[src/rtl/sdm_pkg.sv]
// ----------------------------------------------------------------------------
// Site directory message parser package
// Result kinds, field sizes and the shared kind type for the directory parser.
// ----------------------------------------------------------------------------
package sdm_pkg;

  typedef logic [3:0] kind_t;

  // Result kinds carried on the output channel.
  localparam kind_t KIND_TYPE      = 4'd0;
  localparam kind_t KIND_SITE_NAME = 4'd1;
  localparam kind_t KIND_DESC      = 4'd2;
  localparam kind_t KIND_COUNT     = 4'd3;
  localparam kind_t KIND_ST_NUM    = 4'd4;
  localparam kind_t KIND_ST_NAME   = 4'd5;
  localparam kind_t KIND_ADDR      = 4'd6;
  localparam kind_t KIND_DPORT     = 4'd7;
  localparam kind_t KIND_IPORT     = 4'd8;
  localparam kind_t KIND_RATE      = 4'd9;

  // Byte counts of the multi-byte station fields.
  localparam logic [2:0] ADDR_BYTES = 3'd4;
  localparam logic [2:0] PORT_BYTES = 3'd2;
  localparam logic [2:0] RATE_BYTES = 3'd4;

endpackage

[src/rtl/site_directory_message_parser.sv]
// ----------------------------------------------------------------------------
// Site directory message parser
// Parses a length-prefixed directory message one byte per beat and emits
// each completed field with its kind and station index.
// ----------------------------------------------------------------------------
//  Channel | Handshake            | Payload
//  --------+----------------------+------------------------------------------
//  input   | in_valid_i/in_ready_o| data_byte_i, start_req_i
//  output  | out_valid_o/out_ready_i | kind_o, value_o, station_index_o, last_o
//
// One byte is taken every cycle; its result, if any, appears on the output
// register in the next cycle. The parse state and the result register are
// updated together, so the only limit is the single output register: a byte
// is taken whenever that register is empty or is being drained.
// Reset returns the parser to idle; bytes before a start mark are dropped.
// ----------------------------------------------------------------------------
module site_directory_message_parser (
  input  logic                clk_i,
  input  logic                rst_ni,
  input  logic                in_valid_i,
  output logic                in_ready_o,
  input  logic [7:0]          data_byte_i,
  input  logic                start_req_i,
  output logic                out_valid_o,
  input  logic                out_ready_i,
  output sdm_pkg::kind_t      kind_o,
  output logic [31:0]         value_o,
  output logic [7:0]          station_index_o,
  output logic                last_o
);
  import sdm_pkg::*;

  localparam logic [3:0] PH_IDLE      = 4'd0;
  localparam logic [3:0] PH_SNAME_LEN = 4'd1;
  localparam logic [3:0] PH_SNAME     = 4'd2;
  localparam logic [3:0] PH_DESC_LEN  = 4'd3;
  localparam logic [3:0] PH_DESC      = 4'd4;
  localparam logic [3:0] PH_COUNT     = 4'd5;
  localparam logic [3:0] PH_ST_NUM    = 4'd6;
  localparam logic [3:0] PH_ST_LEN    = 4'd7;
  localparam logic [3:0] PH_ST_NAME   = 4'd8;
  localparam logic [3:0] PH_ADDR      = 4'd9;
  localparam logic [3:0] PH_DPORT     = 4'd10;
  localparam logic [3:0] PH_IPORT     = 4'd11;
  localparam logic [3:0] PH_RATE      = 4'd12;

  logic [3:0]  phase_q, phase_d;
  logic [7:0]  remain_q, remain_d;
  logic [7:0]  st_left_q, st_left_d;
  logic [7:0]  st_cur_q, st_cur_d;
  logic [31:0] acc_q, acc_d;
  logic [1:0]  fbc_q, fbc_d;

  logic        out_valid_q;
  kind_t       kind_q;
  logic [31:0] value_q;
  logic [7:0]  st_idx_q;
  logic        last_q;

  logic        in_fire;
  logic        res_valid;
  kind_t       res_kind;
  logic [31:0] res_value;
  logic [7:0]  res_idx;
  logic        res_last;

  logic [31:0] acc_shift;
  logic [2:0]  fbc_inc;
  logic [7:0]  remain_dec;
  logic [2:0]  need;
  logic        field_done;

  assign in_ready_o = !out_valid_q || out_ready_i;
  assign in_fire    = in_valid_i && in_ready_o;

  assign acc_shift  = {acc_q[23:0], data_byte_i};
  assign fbc_inc    = {1'b0, fbc_q} + 3'd1;
  assign remain_dec = remain_q - 8'd1;

  always_comb begin
    unique case (phase_q)
      PH_ADDR:             need = ADDR_BYTES;
      PH_DPORT, PH_IPORT:  need = PORT_BYTES;
      default:             need = RATE_BYTES;
    endcase
  end
  assign field_done = fbc_inc >= need;

  always_comb begin
    phase_d   = phase_q;
    remain_d  = remain_q;
    st_left_d = st_left_q;
    st_cur_d  = st_cur_q;
    acc_d     = acc_q;
    fbc_d     = fbc_q;
    res_valid = 1'b0;
    res_kind  = KIND_TYPE;
    res_value = {24'd0, data_byte_i};
    res_idx   = st_cur_q;
    res_last  = 1'b0;

    if (start_req_i) begin
      st_left_d = 8'd0;
      st_cur_d  = 8'd0;
      acc_d     = 32'd0;
      fbc_d     = 2'd0;
      remain_d  = 8'd0;
      phase_d   = PH_SNAME_LEN;
      res_valid = 1'b1;
      res_kind  = KIND_TYPE;
      res_idx   = 8'd0;
    end else begin
      unique case (phase_q)
        PH_SNAME_LEN: begin
          remain_d = data_byte_i;
          phase_d  = (data_byte_i == 8'd0) ? PH_DESC_LEN : PH_SNAME;
        end
        PH_SNAME: begin
          remain_d  = remain_dec;
          if (remain_dec == 8'd0) phase_d = PH_DESC_LEN;
          res_valid = 1'b1;
          res_kind  = KIND_SITE_NAME;
          res_idx   = 8'd0;
        end
        PH_DESC_LEN: begin
          remain_d = data_byte_i;
          phase_d  = (data_byte_i == 8'd0) ? PH_COUNT : PH_DESC;
        end
        PH_DESC: begin
          remain_d  = remain_dec;
          if (remain_dec == 8'd0) phase_d = PH_COUNT;
          res_valid = 1'b1;
          res_kind  = KIND_DESC;
          res_idx   = 8'd0;
        end
        PH_COUNT: begin
          st_left_d = data_byte_i;
          st_cur_d  = 8'd0;
          phase_d   = (data_byte_i == 8'd0) ? PH_IDLE : PH_ST_NUM;
          res_valid = 1'b1;
          res_kind  = KIND_COUNT;
          res_idx   = 8'd0;
          res_last  = (data_byte_i == 8'd0);
        end
        PH_ST_NUM: begin
          phase_d   = PH_ST_LEN;
          res_valid = 1'b1;
          res_kind  = KIND_ST_NUM;
        end
        PH_ST_LEN: begin
          remain_d = data_byte_i;
          phase_d  = (data_byte_i == 8'd0) ? PH_ADDR : PH_ST_NAME;
          acc_d    = 32'd0;
          fbc_d    = 2'd0;
        end
        PH_ST_NAME: begin
          remain_d  = remain_dec;
          if (remain_dec == 8'd0) phase_d = PH_ADDR;
          res_valid = 1'b1;
          res_kind  = KIND_ST_NAME;
        end
        PH_ADDR, PH_DPORT, PH_IPORT, PH_RATE: begin
          if (!field_done) begin
            acc_d = acc_shift;
            fbc_d = fbc_inc[1:0];
          end else begin
            acc_d     = 32'd0;
            fbc_d     = 2'd0;
            res_valid = 1'b1;
            res_value = acc_shift;
            unique case (phase_q)
              PH_ADDR: begin
                res_kind = KIND_ADDR;
                phase_d  = PH_DPORT;
              end
              PH_DPORT: begin
                res_kind  = KIND_DPORT;
                res_value = {16'd0, acc_shift[15:0]};
                phase_d   = PH_IPORT;
              end
              PH_IPORT: begin
                res_kind  = KIND_IPORT;
                res_value = {16'd0, acc_shift[15:0]};
                phase_d   = PH_RATE;
              end
              default: begin
                // Bit rate closes the station; the last station ends the message.
                res_kind  = KIND_RATE;
                st_left_d = st_left_q - 8'd1;
                res_last  = (st_left_q == 8'd1);
                if (st_left_q == 8'd1) begin
                  phase_d = PH_IDLE;
                end else begin
                  st_cur_d = st_cur_q + 8'd1;
                  phase_d  = PH_ST_NUM;
                end
              end
            endcase
          end
        end
        default: phase_d = PH_IDLE;
      endcase
    end
  end

  always_ff @(posedge clk_i or negedge rst_ni) begin
    if (!rst_ni) begin
      phase_q     <= PH_IDLE;
      remain_q    <= 8'd0;
      st_left_q   <= 8'd0;
      st_cur_q    <= 8'd0;
      acc_q       <= 32'd0;
      fbc_q       <= 2'd0;
      out_valid_q <= 1'b0;
    end else begin
      if (in_fire) begin
        phase_q     <= phase_d;
        remain_q    <= remain_d;
        st_left_q   <= st_left_d;
        st_cur_q    <= st_cur_d;
        acc_q       <= acc_d;
        fbc_q       <= fbc_d;
        out_valid_q <= res_valid;
      end else if (out_ready_i) begin
        out_valid_q <= 1'b0;
      end
    end
  end

  always_ff @(posedge clk_i) begin
    if (in_fire && res_valid) begin
      kind_q   <= res_kind;
      value_q  <= res_value;
      st_idx_q <= res_idx;
      last_q   <= res_last;
    end
  end

  assign out_valid_o     = out_valid_q;
  assign kind_o          = kind_q;
  assign value_o         = value_q;
  assign station_index_o = st_idx_q;
  assign last_o          = last_q;

`ifndef NO_ASSERTIONS
  // The message can only end on a zero count or on a bit rate.
  assert property (@(posedge clk_i) disable iff (!rst_ni)
    (out_valid_o && last_o) |->
      ((kind_o == KIND_COUNT && value_o == 32'd0) || kind_o == KIND_RATE))
    else $error("last beat on a field that cannot end the message");

  // Site fields always belong to station zero.
  assert property (@(posedge clk_i) disable iff (!rst_ni)
    (out_valid_o && (kind_o == KIND_TYPE || kind_o == KIND_SITE_NAME ||
                     kind_o == KIND_DESC || kind_o == KIND_COUNT)) |->
      (station_index_o == 8'd0))
    else $error("site field carries a non-zero station index");

  // An idle parser gives no result for a byte without a start mark.
  assert property (@(posedge clk_i) disable iff (!rst_ni)
    (in_fire && phase_q == PH_IDLE && !start_req_i) |=> !out_valid_o)
    else $error("result produced for a byte outside a message");

  // The field byte count is clear outside the multi-byte station fields.
  assert property (@(posedge clk_i) disable iff (!rst_ni)
    !(phase_q == PH_ADDR || phase_q == PH_DPORT || phase_q == PH_IPORT ||
      phase_q == PH_RATE) |-> (fbc_q == 2'd0))
    else $error("field byte count left over outside a multi-byte field");
`endif

endmodule
[config.mk]
export PLATFORM = sky130hd
export DESIGN_NAME = site_directory_message_parser
export DESIGN_NICKNAME = d
export VERILOG_FILES = /design/src/rtl/sdm_pkg.sv /design/src/rtl/site_directory_message_parser.sv
export SDC_FILE = /design/constraint.sdc
export NUM_CORES = 1
export LEC_CHECK = 0
export BUFFER_PORTS_ARGS = -buffer_cell sky130_fd_sc_hd__buf_4
export CAP_MARGIN = 10
export CORE_ASPECT_RATIO = 0.9
export CORE_MARGIN = 1.5
export CORE_UTILIZATION = 60
export CTS_BUF_LIST = sky130_fd_sc_hd__clkbuf_8
export CTS_CLUSTER_DIAMETER = 30
export DETAILED_ROUTE_END_ITERATION = 16
export GPL_TIMING_DRIVEN = 1
export PLACE_DENSITY = 0.82
export SKIP_LAST_GASP = 1
export SLEW_MARGIN = 20
export SYNTH_ARGS = -nofsm -noshare
export SYNTH_HDL_FRONTEND = slang
export SYNTH_SLANG_ARGS = --single-unit
[constraint.sdc]
create_clock -name clk_i -period 7.9 [get_ports clk_i]
set_clock_uncertainty 0.15 [all_clocks]
set_input_delay 1.185 -clock clk_i [delete_from_list [all_inputs] [get_ports clk_i]]
set_output_delay 1.185 -clock clk_i [all_outputs]
set_load 0.005 [all_outputs]
### Yosys cells after proc, flatten, opt, wreduce, memory -nomap -nowiden

Cells that the tools add are included.

| operators by class | value |
|---|---|
| bitwise logic cells | 2 |
| magnitude comparators | 1 |
| muxes and demuxes | 44 |
| add/sub/neg operators | 4 |
| reductions and logical operators | 24 |
| equality and inequality tests | 19 |

Operator list:

| cell | count |
|---|---|
| 8-bit 2-to-1 mux | 11 |
| 24-bit 2-to-1 mux | 2 |
| 24-bit case mux with 2 select lines | 1 |
| 8-bit case mux with 2 select lines | 3 |
| 4-bit case mux with 9 select lines | 1 |
| 4-bit 2-to-1 mux | 6 |
| 4-bit case mux with 3 select lines | 2 |
| 4-bit case mux with 6 select lines | 1 |
| 4-bit equality test (second input constant) | 5 |
| 3-bit inequality test (second input constant) | 6 |
| 4-bit by 3-bit equality test with 1-bit output (second input constant) | 4 |
| 8-bit zero test | 2 |
| 8-bit by 1-bit subtractor with 8-bit output (second input constant) | 2 |
| 3-bit OR reduction | 4 |
| 5-bit AND reduction | 2 |
| 5-bit OR reduction | 2 |
| 1-bit 2-to-1 mux | 9 |
| 3-bit 2-to-1 mux | 3 |
| 3-bit nonzero test | 3 |
| 8-bit by 1-bit adder with 8-bit output (second input constant) | 1 |
| 4-bit by 2-bit equality test with 1-bit output (second input constant) | 2 |
| 8-bit by 1-bit equality test with 1-bit output (second input constant) | 1 |
| 4-bit OR reduction | 2 |
| 4-bit by 1-bit equality test with 1-bit output (second input constant) | 1 |
| 13 further kinds | 18 |

| word-level totals | value |
|---|---|
| input port bits | 13 |
| word-level logic and storage cells | 107 |
| register bits | 100 |
| output and inout bits | 47 |

### Depth between registers and ports, before layout

Gate-level depths: netlist of run 1.

| depth | value |
|---|---|
| word-level depth | 8 |
| depth in mapped cells | 9 |
| mapped depth without buffers | 7 |

### Worst setup path before layout of run 1

OpenSTA, ideal clock, no wires.

| timing path | value |
|---|---|
| path kind | input -> register |
| start point | in start_req_i |
| end point | reg kind_q[0], in the netlist kind_o[0] (enable) |
| slack | 3846 ps |
| setup time | 448 ps |
| arrival | 3456 ps |
| required time | 7302 ps |
| cell stages on the path | 3 |
| cells stage by stage | buf_1 > a211oi_1 > nor2_1 |

| on the way | value |
|---|---|
| longest elaborated chain between the ends | 2 |

RTL lines:

| item | RTL line | text |
|---|---|---|
| from (decl) | site_directory_message_parser.sv:23 | `input logic start_req_i,` |
| 1-bit 2-to-1 mux | site_directory_message_parser.sv:102 | `if (start_req_i) begin` |
| 1-bit logical AND | site_directory_message_parser.sv:231 | `if (in_fire && res_valid) begin` |
| to (signal assigned) | site_directory_message_parser.sv:232 | `kind_q <= res_kind;` |
| to (decl) | site_directory_message_parser.sv:55 | `kind_t kind_q;` |

Every way passes these cells.
A chain may end at the register's enable or synchronous reset.

### Worst setup path after layout of run 1

| timing path | value |
|---|---|
| start point | in start_req_i |
| end point | reg acc_q[13] |

| on the way | value |
|---|---|
| longest elaborated chain between the ends | 2 |
| elaborated cells on any way between the ends | 3 |
| classes of those cells | 1 x mux; 2 x reduce/logical |

RTL lines:

| item | RTL line | text |
|---|---|---|
| 3-bit nonzero test (no line) | n/a |  |
| 2-bit AND reduction (no line) | n/a |  |
| to (signal assigned) | site_directory_message_parser.sv:212 | `acc_q <= 32'd0;` |
| to (signal assigned) | site_directory_message_parser.sv:221 | `acc_q <= acc_d;` |
| to (decl) | site_directory_message_parser.sv:51 | `logic [31:0] acc_q, acc_d;` |

Several ways; a longest one is shown, not always the timed one.

==> summary.txt, run 1 <==
Status
  • Status: finished clean

Min path
  • Hold depth: 2
  • Hold EP: acc_q[16]$_DFFE_PN0P_
  • Hold Startpoint: acc_q[16]$_DFFE_PN0P_
  • Min-Delay Path Class: reg -> reg

Clock network
  • CTS max path bufs: 2
  • CTS Hold Buffers Added: 0
  • Root Buffer: clkbuf_8
  • CTS Sinks: 100
  • Post_cts resized: 0
  • Post-CTS Setup Bufs: 0
  • Worst-skew pair later-pin latency: 0.37 ns
  • CTS clock-pin slew for the worst setup and hold paths: 0.10 ns
  • CTS tree: done
  • Inserted Clock Buffers: 9
  • H-tree levels: 3

Die
  • I/O Pins: 60
  • Initial Util: 0.612
  • Core Area: about 8000 um2
  • Die area: 8710 um2
  • Horiz. Die Dim: 98.2 um
  • Num rows: 31
  • DIE HEIGHT: 88.7 um

Timing
  • Max transition margin: 0.330
  • Setup ws final: between 4 and 5 ns
  • Final setup TNS: 0 ns
  • Final-report max-slew violation count: 0
  • Unrepaired setup endpoints after global routing: false
  • Peak Freq: between 200 and 300 MHz
  • Final cycle utilization of the critical path: 0.430
  • Final setup vio count: 0
  • Worst-margin pin slew: 0.997 ns
  • Minimum clock period: about 3.4 ns
  • Final Hold Vio Count: 0

Critical path
  • Startpoint types: input pin
  • Setup slack, reg-to-reg: 4.58 ns
  • Critical path data required time: about 8 ns
  • CP Capture Type: flop
  • Worst r2r src: phase_q[3]$_DFFE_PN0P_
  • CP arrival: 3.53 ns
  • Worst-path fanout max: 27
  • Reg2Reg Depth: 6
  • Critical R2R Capture: value_o[10]$_SDFFCE_PP0P_
  • Critical path type: in -> reg

Power
  • Leak: 2.29 nW
  • Worst vdd ir: 236 uV
  • Power Dens Cells: roughly 290 nW/um2
  • Pwr Total: 1.59 mW

Placement
  • Pre-CTS WS: 4.19 ns
  • RePlAce Congestion: between 0.9 and 1
  • Post-DP HPWL: roughly 7100 um
  • Port bufs: 59

Synthesis
  • Number of flops mapped to enable cells by yosys: 45
  • Async set-reset flop share out of synthesis: 0.550
  • Cells after Synth: just under 500
  • Mapped Avg Cell Area: 10.1 um2
  • Synthesized net count: between 500 and 600
  • Main flop type after synthesis: dfrtp_1
  • FF+latch count, synth: 100
  • Post-synthesis sequential area ratio: 0.558
  • Mapped Area: 4890 um2
  • Number of library cell types mapped by synthesis: 59
  • Synth Warn #: 0

Global route
  • Largest net degree at the start of global routing: 56
  • Grt met1 use: 0.336
  • Global routing's busiest layer: met2
  • GRT Resource Usage Total: 0.250
  • Met3 Resource Use GR: 0.0498
  • Vias in the first global route: 3338
  • M2 GR Usage: 0.407
  • Initial antenna violation count: 0
  • Grt total ovfl: 0
  • Wire length of the first global-routing pass: about 17000 um

Detailed routing
  • Total Routed Length: 10600 um
  • DRC Markers: 0
  • Initial DRC Count: 345
  • Via density: 6.00
  • Drt pass-1 iters: 5
  • ANT nets after route: 0
  • WL/cell: 16.9 um
  • Routed vias: 3787

Finish
  • Area growth syn-to-layout: 13.8%
  • Layout Nets: approximately 550
  • Most frequent cells in the layout: 74 x nand2_1, 63 x buf_4, 55 x o21ai_0, 55 x dfrtp_1, 45 x edfxtp_1
  • Most common cell after layout, fill and taps aside: nand2_1
  • Fraction of layout cells with a size suffix above 1: 0.177
  • Core Util, Final: 0.697
  • N_diodes: 0

Job
  • MaxCap Viol Count: 0
## cell usage after synthesis, types with 9 or more instances
cell	number	area (um2)
nand2_1	74	278
dfrtp_1	55	1380
o21ai_0	55	275
edfxtp_1	45	1350
and2_1	29	181
a21oi_1	27	135
nor2_1	21	78.8
clkbuf_1	17	63.8
and3_1	14	87.6
o31ai_1	13	97.6
buf_2	10	50.1
inv_1	9	33.8
nand2b_1	9	56.3
nor3_1	9	45.0
## power breakdown
part | leakage [nW] | switching (mW) | internal, mW
combinational | 1.01 | 0.298 | 0.222
clock | 0.101 | 0.195 | 0.124
sequential | 1.18 | 0.107 | 0.640
total | 2.29 | 0.601 | 0.986
## flip-flops by register name, indices dropped and copies added (netlist names), 2 cells and up
| signal | flops |
|---|---|
| remain_q | 8 |
| station_index_o | 8 |
| kind_o | 4 |
| acc_q | 24 |
| st_left_q | 8 |
| value_o | 32 |
| phase_q | 4 |
| st_cur_q | 8 |
| fbc_q | 2 |
## metrics by stage
step,area [um2],hold slack (ns),std cells
after floorplan,4890,0.292,485
after CTS,5570,0.341,631
after detailed placement,5370,0.313,615
final,5570,0.337,631
after global placement,5370,0.306,615
after global routing,5570,0.372,631
## per-layer routing
metal | routed length [um] | vias to the layer above | share of wire
met5 | 0 | - | 0
met4 | 265 | 0 | 0.025
met3 | 562 | 21 | 0.053
met2 | 5000 | 133 | 0.47
met1 | 4820 | 1799 | 0.45
li1 | - | 1834 | -
## worst max-delay path, stage by stage
cell	delay [ns]
buf_4	0.19
inv_1	0.27
nand4_1	0.50
nor2_2	0.95
nand2_1	0.17
o21ai_0	0.23
## kinds of logic (layout without fill, tap and decap cells)
| kind of cell | Yosys count | after routing | share of synthesized area |
|---|---|---|---|
| xor+xnor | 3 | 3 | 0.00537 |
| fa+ha+maj | 6 | 6 | 0.0153 |
| flops | 100 | 100 | 0.558 |
| simple gates | 201 | 201 | 0.213 |
| mux | 2 | 2 | 0.00435 |
| buf+inv | 41 | 88 | 0.0348 |
| compound gates | 132 | 132 | 0.170 |
## layout make-up
type,count,area (um2)
multi-input cells,344,2020
fillers,596,2420
well taps,99,124
clock buffers,9,124
repair buffers,63,473
clock inverters,7,70.1
inverters,9,33.8
flip-flops and latches,100,2730
## how the worst max path moves through the flow
stage | depth (start not counted) | slack (ns) | to | startpoint
floorplan | 3 | 3.85 | kind_o[0]$_SDFFCE_PP0P_ | start_req_i
global placement | 6 | 4.32 | acc_q[22]$_DFFE_PN0P_ | start_req_i
detailed placement | 6 | 4.19 | st_left_q[7]$_DFFE_PN0P_ | start_req_i
CTS | 6 | 4.55 | value_o[8]$_SDFFCE_PP0P_ | phase_q[3]$_DFFE_PN0P_
global route | 6 | 4.31 | acc_q[13]$_DFFE_PN0P_ | start_req_i
finish | 6 | 4.51 | acc_q[13]$_DFFE_PN0P_ | start_req_i
Power figures use the tool's default switching activity.
==> run 2, diff against run 1 <==
--- a/config.mk
+++ b/config.mk
@@ -5,6 +5,7 @@
 export SDC_FILE = /design/constraint.sdc
 export NUM_CORES = 1
 export LEC_CHECK = 0
+export ABC_AREA = 1
 export BUFFER_PORTS_ARGS = -buffer_cell sky130_fd_sc_hd__buf_4
 export CAP_MARGIN = 10
 export CORE_ASPECT_RATIO = 0.9
==> constraint.sdc (replaced) <==
create_clock -name clk_i -period 3.6 [get_ports clk_i]
set_clock_uncertainty 0.15 [all_clocks]
set_input_delay 0.54 -clock clk_i [delete_from_list [all_inputs] [get_ports clk_i]]
set_output_delay 0.54 -clock clk_i [all_outputs]
set_load 0.005 [all_outputs]
==> summary.txt, run 2 <==
Status
  • Status: finished clean (unchanged)

Critical path
  • Setup slack, reg-to-reg: 1.13 ns (was 4.58 ns)
  • Critical path data required time: 3.72 ns (was 8.03 ns)
  • Critical path type: reg -> reg (was in -> reg)
  • CP arrival: 2.60 ns (was 3.53 ns)
  • Worst-path fanout max: 27 (unchanged)
  • Critical R2R Capture: acc_q[20]$_DFFE_PN0P_ (was value_o[10]$_SDFFCE_PP0P_)
  • Reg2Reg Depth: 8 (was 6)
  • WP buf/inv: 2 (unchanged)
  • Slowest cell on the critical path: dfrtp_1 (was nor2_2)
  • Worst path cell trace: nor2_1, nand3_1, nand2_4, inv_2, a31oi_4, buf_4, nand2_2, o22ai_1 (was buf_4, inv_1, nand4_1, nor2_2, nand2_1, o21ai_0)
  • Top delay family on crit path: simple AND/OR/NAND/NOR gates (unchanged)
  • Startpoint types: flop (was input pin)
  • Worst r2r src: phase_q[0]$_DFFE_PN0P_ (was phase_q[3]$_DFFE_PN0P_)
  • Peak per-stage delay on the critical path: 0.47 ns (was 0.95 ns)
  • CP Capture Type: flop (unchanged)

Finish
  • Storage cell area: 2730 um2 (unchanged)
  • Area growth syn-to-layout: 14.9% (was 13.8%)
  • Area of the multi-input gates: 1630 um2 (was 2020 um2)
  • Final non-filler cell total: 668 (was 631)
  • Fraction of layout cells with a size suffix above 1: 0.184 (was 0.177)
  • Max reg flops: 32 (unchanged)
  • N_diodes: 0 (unchanged)
  • Fill count: 601 (was 596)
  • Most frequent cells in the layout: 86 x nand2_1, 82 x nor2_1, 73 x inv_1 (was 74 x nand2_1, 63 x buf_4, 55 x o21ai_0, 55 x dfrtp_1, 45 x edfxtp_1)
  • Most common cell after layout, fill and taps aside: nand2_1 (unchanged)
  • Layout Nets: 586 (was 546)

Global route
  • Vias in the first global route: 3398 (was 3338)
  • Grt total ovfl: 0 (unchanged)
  • Initial antenna violation count: 0 (unchanged)
  • GRT Resource Usage Total: 0.255 (was 0.250)
  • Global routing's busiest layer: met2 (unchanged)
  • Met3 Resource Use GR: 0.0515 (was 0.0498)
  • Largest net degree at the start of global routing: 56 (unchanged)
  • M2 GR Usage: 0.403 (was 0.407)
  • Wire length of the first global-routing pass: 16000 um (was 16900 um)
  • Grt met1 use: 0.350 (was 0.336)

Clock network
  • H-tree levels: 3 (unchanged)
  • CTS tree: done (unchanged)
  • Post-CTS Setup Bufs: 0 (unchanged)
  • Post_cts resized: 0 (unchanged)
  • CTS Sinks: 100 (unchanged)
  • CTS max path bufs: 2 (unchanged)
  • Root Buffer: clkbuf_8 (unchanged)
  • Inserted Clock Buffers: 9 (unchanged)
  • CTS Hold Buffers Added: 0 (unchanged)
  • CTS clock-pin slew for the worst setup and hold paths: 0.10 ns (about the same)
  • Worst-skew pair later-pin latency: 0.36 ns (was 0.37 ns)

Synthesis
  • Proportion of synthesized area in mux cells: 0.00213 (was 0.00435)
  • Async set-reset flop share out of synthesis: 0.550 (unchanged)
  • Adder-cell share of the synthesized area: 0.0159 (was 0.0153)
  • FF+latch count, synth: 100 (unchanged)
  • Cells after Synth: 505 (was 485)
  • Count leader, synth: nand2_1 (unchanged)
  • Number of flops mapped to enable cells by yosys: 45 (unchanged)
  • Commonest cells post-synth: 86 x nand2_1, 83 x nor2_1, 72 x inv_1 (was 74 x nand2_1, 55 x dfrtp_1, 55 x o21ai_0)
  • Synthesized net count: 524 (was 504)
  • Xor/xnor share of the synthesized area: 0.00372 (was 0.00537)
  • Dominant cells by area after synthesis: dfrtp_1 29%, edfxtp_1 29%, nand2_1 6.9% (was dfrtp_1 28%, edfxtp_1 28%, nand2_1 5.7%)
  • Post-synthesis sequential area ratio: 0.579 (was 0.558)
  • Complex-gate fraction of the synthesized area: 0.118 (was 0.170)
  • Dominant cell type by area after synthesis: dfrtp_1 (unchanged)
  • Mapped Avg Cell Area: 9.32 um2 (was 10.1 um2)
  • Main flop type after synthesis: dfrtp_1 (unchanged)
  • Synth Warn #: 0 (unchanged)
  • Number of library cell types mapped by synthesis: 36 (was 59)
  • Mapped Area: 4710 um2 (was 4890 um2)
  • Largest family of logic cells by synthesized area: simple AND/OR/NAND/NOR gates (unchanged)
  • Post-synth top area share: 0.292 (was 0.281)
  • Post-synthesis simple-gate area fraction: 0.204 (was 0.213)

Power
  • Leak: 2.36 nW (was 2.29 nW)
  • Sequential Power Share: 0.476 (was 0.471)
  • Worst vdd ir: 344 uV (was 236 uV)
  • Pwr Total: 3.20 mW (was 1.59 mW)
  • P_sw: 1.17 mW (was 0.601 mW)
  • Power Dens Cells: 591 nW/um2 (was 285 nW/um2)
  • Pint: 2.03 mW (was 0.986 mW)
  • Sw Ratio: 0.366 (was 0.379)
  • Clock Power Share: 0.204 (was 0.201)
  • Combinational share of power: 0.320 (was 0.328)

Timing
  • Peak Freq: 405 MHz
  • Setup ws final: 1.13 ns (was 4.51 ns)
  • Final setup vio count: 0 (unchanged)
  • Unrepaired setup endpoints after global routing: false (unchanged)
  • Worst-margin pin slew: 0.797 ns (was 0.997 ns)
  • Minimum clock period: around 2.5 ns
  • Final setup TNS: 0 ns (unchanged)
  • Final Hold Vio Count: 0 (unchanged)
  • Final cycle utilization of the critical path: 0.687
  • Final-report max-slew violation count: 0 (unchanged)
  • Max transition margin: 0.466 (was 0.330)

Die
  • Core Area: 7580 um2 (was 7990 um2)
  • Num rows: 30 (was 31)
  • Die area: 8390 um2 (was 8710 um2)
  • DIE HEIGHT: 87.0 um (was 88.7 um)
  • Initial Util: 0.621 (was 0.612)
  • Horiz. Die Dim: 96.4 um (was 98.2 um)
  • I/O Pins: 60 (unchanged)

Detailed routing
  • ANT nets after route: 0 (unchanged)
  • Drt pass-1 iters: 5 (unchanged)
  • Routed vias: 3696 (was 3787)
  • Via density: 5.53 (was 6.00)
  • DRC Markers: 0 (unchanged)
  • Total Routed Length: 9800 um (was 10600 um)
  • Initial DRC Count: 260 (was 345)
  • WL/cell: 14.7 um (was 16.9 um)

Min path
  • Min-Delay Path Class: in -> async (was reg -> reg)

Job
  • MaxCap Viol Count: 0 (unchanged)

Placement
  • RePlAce Congestion: 0.966 (was 0.956)
  • Placed cell count: 652 (was 615)
  • Port bufs: 59 (unchanged)
  • Pre-CTS WS: 1.18 ns (was 4.19 ns)
  • Post-DP HPWL: 6970 um (was 7110 um)
[run 2: worst register-to-register path: stages, from the launching register on]
cell	delay, ns
dfrtp_1	0.47
nor2_1	0.16
nand3_1	0.17
nand2_4	0.23
inv_2	0.11
a31oi_4	0.14
buf_4	0.31
nand2_2	0.36
o22ai_1	0.28
[run 2: final cells by class]
| type | instances | area share |
|---|---|---|
| sequential | 100 | 0.504 |
| multi-input combinational | 316 | 0.300 |
| timing repair buffer | 63 | 0.0874 |
| inverter | 77 | 0.0534 |
| clock buffer | 9 | 0.0229 |
| tap | 96 | 0.0222 |
| clock inverter | 7 | 0.00971 |
[run 2: metrics by stage]
| step | cell area (um2) | util | hold WS [ns] |
|---|---|---|---|
| floorplan | 4710 | - | 0.0944 |
| CTS | 5410 | 0.714 | 0.0868 |
| finish | 5410 | 0.714 | 0.0572 |
| detailed placement | 5240 | 0.690 | 0.336 |
| global route | 5410 | 0.714 | 0.117 |
| global placement | 5240 | 0.690 | 0.325 |
[run 2: power groups by stage]
stage	Combinational [mW]	Clock [mW]	Sequential, mW
after floorplan	0.696	0	1.52
after global placement	1.00	0	1.53
after detailed placement	1.02	0	1.54
after CTS	1.02	0.671	1.52
after global routing	1.16	0.705	1.54
final	1.02	0.653	1.52
[run 2: logic make-up (layout without fill, tap and decap cells)]
kind of cell / Yosys count / count (layout)
AOI/OAI and AO/OA: 86 / 86
xor gates and xnor gates: 2 / 2
adders and majority gates: 6 / 6
buffers and inverters: 89 / 156
DFF: 100 / 100
muxes: 1 / 1
and+or+nand+nor: 221 / 221
[run 2: how the worst max path moves through the flow]
stage	startpoint	end	slack, ns	cells after the start
after floorplan	fbc_q[0]$_DFFE_PN0P_	kind_o[0]$_SDFFCE_PP0P_	0.72	7
after global placement	start_req_i	fbc_q[0]$_DFFE_PN0P_	1.26	6
after detailed placement	start_req_i	acc_q[20]$_DFFE_PN0P_	1.18	6
after CTS	phase_q[0]$_DFFE_PN0P_	acc_q[20]$_DFFE_PN0P_	1.16	8
after global routing	phase_q[1]$_DFFE_PN0P_	phase_q[1]$_DFFE_PN0P_	0.87	12
final	phase_q[0]$_DFFE_PN0P_	acc_q[20]$_DFFE_PN0P_	1.13	8
[run 2: metal layers]
metal,part of all wire,up-vias
li1,-,1803
met1,0.44,1751
met2,0.48,121
met3,0.055,21
met4,0.020,0
met5,0,-
==> run 3, diff against run 2 <==
==> constraint.sdc (replaced) <==
create_clock -name clk_i -period 2.3 [get_ports clk_i]
set_clock_uncertainty 0.15 [all_clocks]
set_input_delay 0.345 -clock clk_i [delete_from_list [all_inputs] [get_ports clk_i]]
set_output_delay 0.345 -clock clk_i [all_outputs]
set_load 0.005 [all_outputs]
==> summary.txt, run 3 (same netlist as run 2, synthesis figures left out) <==
Clock network
  • CTS clock-pin slew for the worst setup and hold paths: 0.10 ns (about the same)
  • CTS tree: done (unchanged)
  • H-tree levels: 3 (unchanged)
  • CTS max path bufs: 2 (unchanged)
  • Worst-skew pair later-pin latency: 0.37 ns (was 0.36 ns)
  • Root Buffer: clkbuf_8 (unchanged)
  • Inserted Clock Buffers: 9 (unchanged)
  • CTS Sinks: 100 (unchanged)

Finish
  • Area growth syn-to-layout: 16.6% (was 14.9%)
  • Area of the multi-input gates: 1650 um2 (was 1630 um2)
  • N_diodes: 0 (unchanged)
  • Storage cell area: 2730 um2 (unchanged)
  • Max reg flops: 32 (unchanged)
  • Most frequent cells in the layout: 84 x nand2_1, 81 x nor2_1, 72 x inv_1 (was 86 x nand2_1, 82 x nor2_1, 73 x inv_1)
  • Layout Nets: 589 (was 586)
  • Final non-filler cell total: 671 (was 668)
  • Most common cell after layout, fill and taps aside: nand2_1 (unchanged)
  • Fill count: 552 (was 601)
  • Fraction of layout cells with a size suffix above 1: 0.195 (was 0.184)
  • Post-route cell area: 5490 um2 (was 5410 um2)

Placement
  • RePlAce Congestion: 0.867 (was 0.966)
  • Placement Cell Area: 5280 um2 (was 5240 um2)
  • Pre-CTS WS: 0.207 ns (was 1.18 ns)
  • Post-DP HPWL: 7010 um (was 6970 um)
  • Placed cell count: 654 (was 652)
  • Port bufs: 59 (unchanged)

Global route
  • Global routing's busiest layer: met2 (unchanged)
  • Wire length of the first global-routing pass: 16600 um (was 16000 um)
  • Grt met1 use: 0.362 (was 0.350)
  • Vias in the first global route: 3406 (was 3398)
  • GRT Resource Usage Total: 0.261 (was 0.255)
  • Met3 Resource Use GR: 0.0532 (was 0.0515)
  • Initial antenna violation count: 0 (unchanged)
  • Grt total ovfl: 0 (unchanged)
  • M2 GR Usage: 0.417 (was 0.403)
  • Largest net degree at the start of global routing: 56 (unchanged)

Critical path
  • Worst-path fanout max: 45 (was 27)
  • Critical path type: reg -> reg (unchanged)
  • Startpoint types: flop (unchanged)
  • CP Capture Type: flop (unchanged)
  • Slowest cell on the critical path: dfrtp_1 (unchanged)
  • Worst path cell trace: inv_1, nor2_1, nand3_1, inv_1, nor2_1, nand3_2, nor2_2, nor2_4, buf_12 (was nor2_1, nand3_1, nand2_4, inv_2, a31oi_4, buf_4, nand2_2, o22ai_1)
  • Peak per-stage delay on the critical path: 0.49 ns (was 0.47 ns)
  • CP arrival: 2.06 ns (was 2.60 ns)
  • Setup slack, reg-to-reg: 0.14 ns (was 1.13 ns)
  • Critical path data required time: 2.20 ns (was 3.72 ns)

Timing
  • Worst-margin pin slew: 0.713 ns (was 0.797 ns)
  • Peak Freq: 463 MHz (was 405 MHz)
  • Final cycle utilization of the critical path: 0.938 (was 0.687)
  • Minimum clock period: 2.16 ns (was 2.47 ns)
  • Final Hold Vio Count: 0 (unchanged)
  • Final setup vio count: 0 (unchanged)
  • Hold WS: 0.0243 ns (was 0.0572 ns)
  • Unrepaired setup endpoints after global routing: false (unchanged)
  • Setup ws final: 0.142 ns (was 1.13 ns)
  • Max transition margin: 0.524 (was 0.466)
  • Final-report max-slew violation count: 0 (unchanged)

Detailed routing
  • Via density: 5.56 (was 5.53)
  • WL/cell: 14.9 um (was 14.7 um)
  • Initial DRC Count: 329 (was 260)
  • Total Routed Length: 10000 um (was 9800 um)
  • DRC Markers: 0 (unchanged)
  • Routed vias: 3732 (was 3696)
  • Drt pass-1 iters: 5 (unchanged)
  • ANT nets after route: 0 (unchanged)

Power
  • Leak: 2.41 nW (was 2.36 nW)
  • Worst vdd ir: 577 uV (was 344 uV)
  • Power Dens Cells: 932 nW/um2 (was 591 nW/um2)

Die
  • Num rows: 30 (unchanged)
  • I/O Pins: 60 (unchanged)
  • Horiz. Die Dim: 96.4 um (unchanged)
  • Core Area: 7580 um2 (unchanged)
  • Initial Util: 0.621 (unchanged)
  • DIE HEIGHT: 87.0 um (unchanged)
  • Die area: 8390 um2 (unchanged)

Status
  • Status: finished clean (unchanged)

Job
  • MaxCap Viol Count: 0 (unchanged)

Min path
  • Min-Delay Path Class: in -> reg (was in -> async)
==> run 3: stage by stage <==
| stage | TNS [ns] | power, mW | utilization |
|---|---|---|---|
| CTS | 0 | 5.14 | 0.723 |
| global placement | 0 | 4.00 | 0.697 |
| detailed placement | 0 | 4.05 | 0.697 |
| floorplan | -2.16 | 3.49 | - |
| global route | 0 | 5.46 | 0.724 |
| finish | 0 | 5.12 | 0.724 |
==> run 3: area by class of cell <==
| type | count | share of cell area |
|---|---|---|
| multi-input combinational | 316 | 0.301 |
| clock buffer | 9 | 0.0226 |
| sequential | 100 | 0.497 |
| tap | 96 | 0.0219 |
| clock inverter | 7 | 0.0125 |
| timing repair buffer | 66 | 0.0930 |
| inverter | 77 | 0.0526 |
==> run 3: power breakdown <==
part           internal [mW]  switching (mW)
clock                  0.422           0.671
sequential              2.19           0.191
combinational          0.619            1.03
==> run 3: worst paths after layout <==
kind	start	end	depth (start not counted)
hold / removal	data_byte_i[7]	value_o[7]$_DFFE_PP_	1
min in group asynchronous	rst_ni	st_cur_q[3]$_DFFE_PN0P_	2
max in group asynchronous	rst_ni	remain_q[1]$_DFFE_PN0P_	2
setup / recovery	phase_q[2]$_DFFE_PN0P_	kind_o[0]$_SDFFCE_PP0P_	9
setup reg to reg	phase_q[2]$_DFFE_PN0P_	kind_o[0]$_SDFFCE_PP0P_	9
hold reg to reg	fbc_q[0]$_DFFE_PN0P_	fbc_q[0]$_DFFE_PN0P_	1
==> run 3: timing repair <==
action                                  in CTS  in global routing
hold endpoints to repair                    55                  0
hold buffers                                 1                  0
endpoints found under the setup margin       0                  1
gates resized for setup                      0                  1
buffers inserted                             0                  0
==> run 3: worst max-delay path, delay by kind of cell, from the launching register on <==
family | cells | cell delay [ns]
flops | 1 | 0.49
simple gates | 6 | 0.68
buf+inv | 3 | 0.47
==> run 3: routing by layer <==
layer | vias to the layer above | part of all wire
met5 | - | 0
met2 | 133 | 0.50
li1 | 1811 | -
met1 | 1777 | 0.44
met4 | 0 | 0.0088
met3 | 11 | 0.055
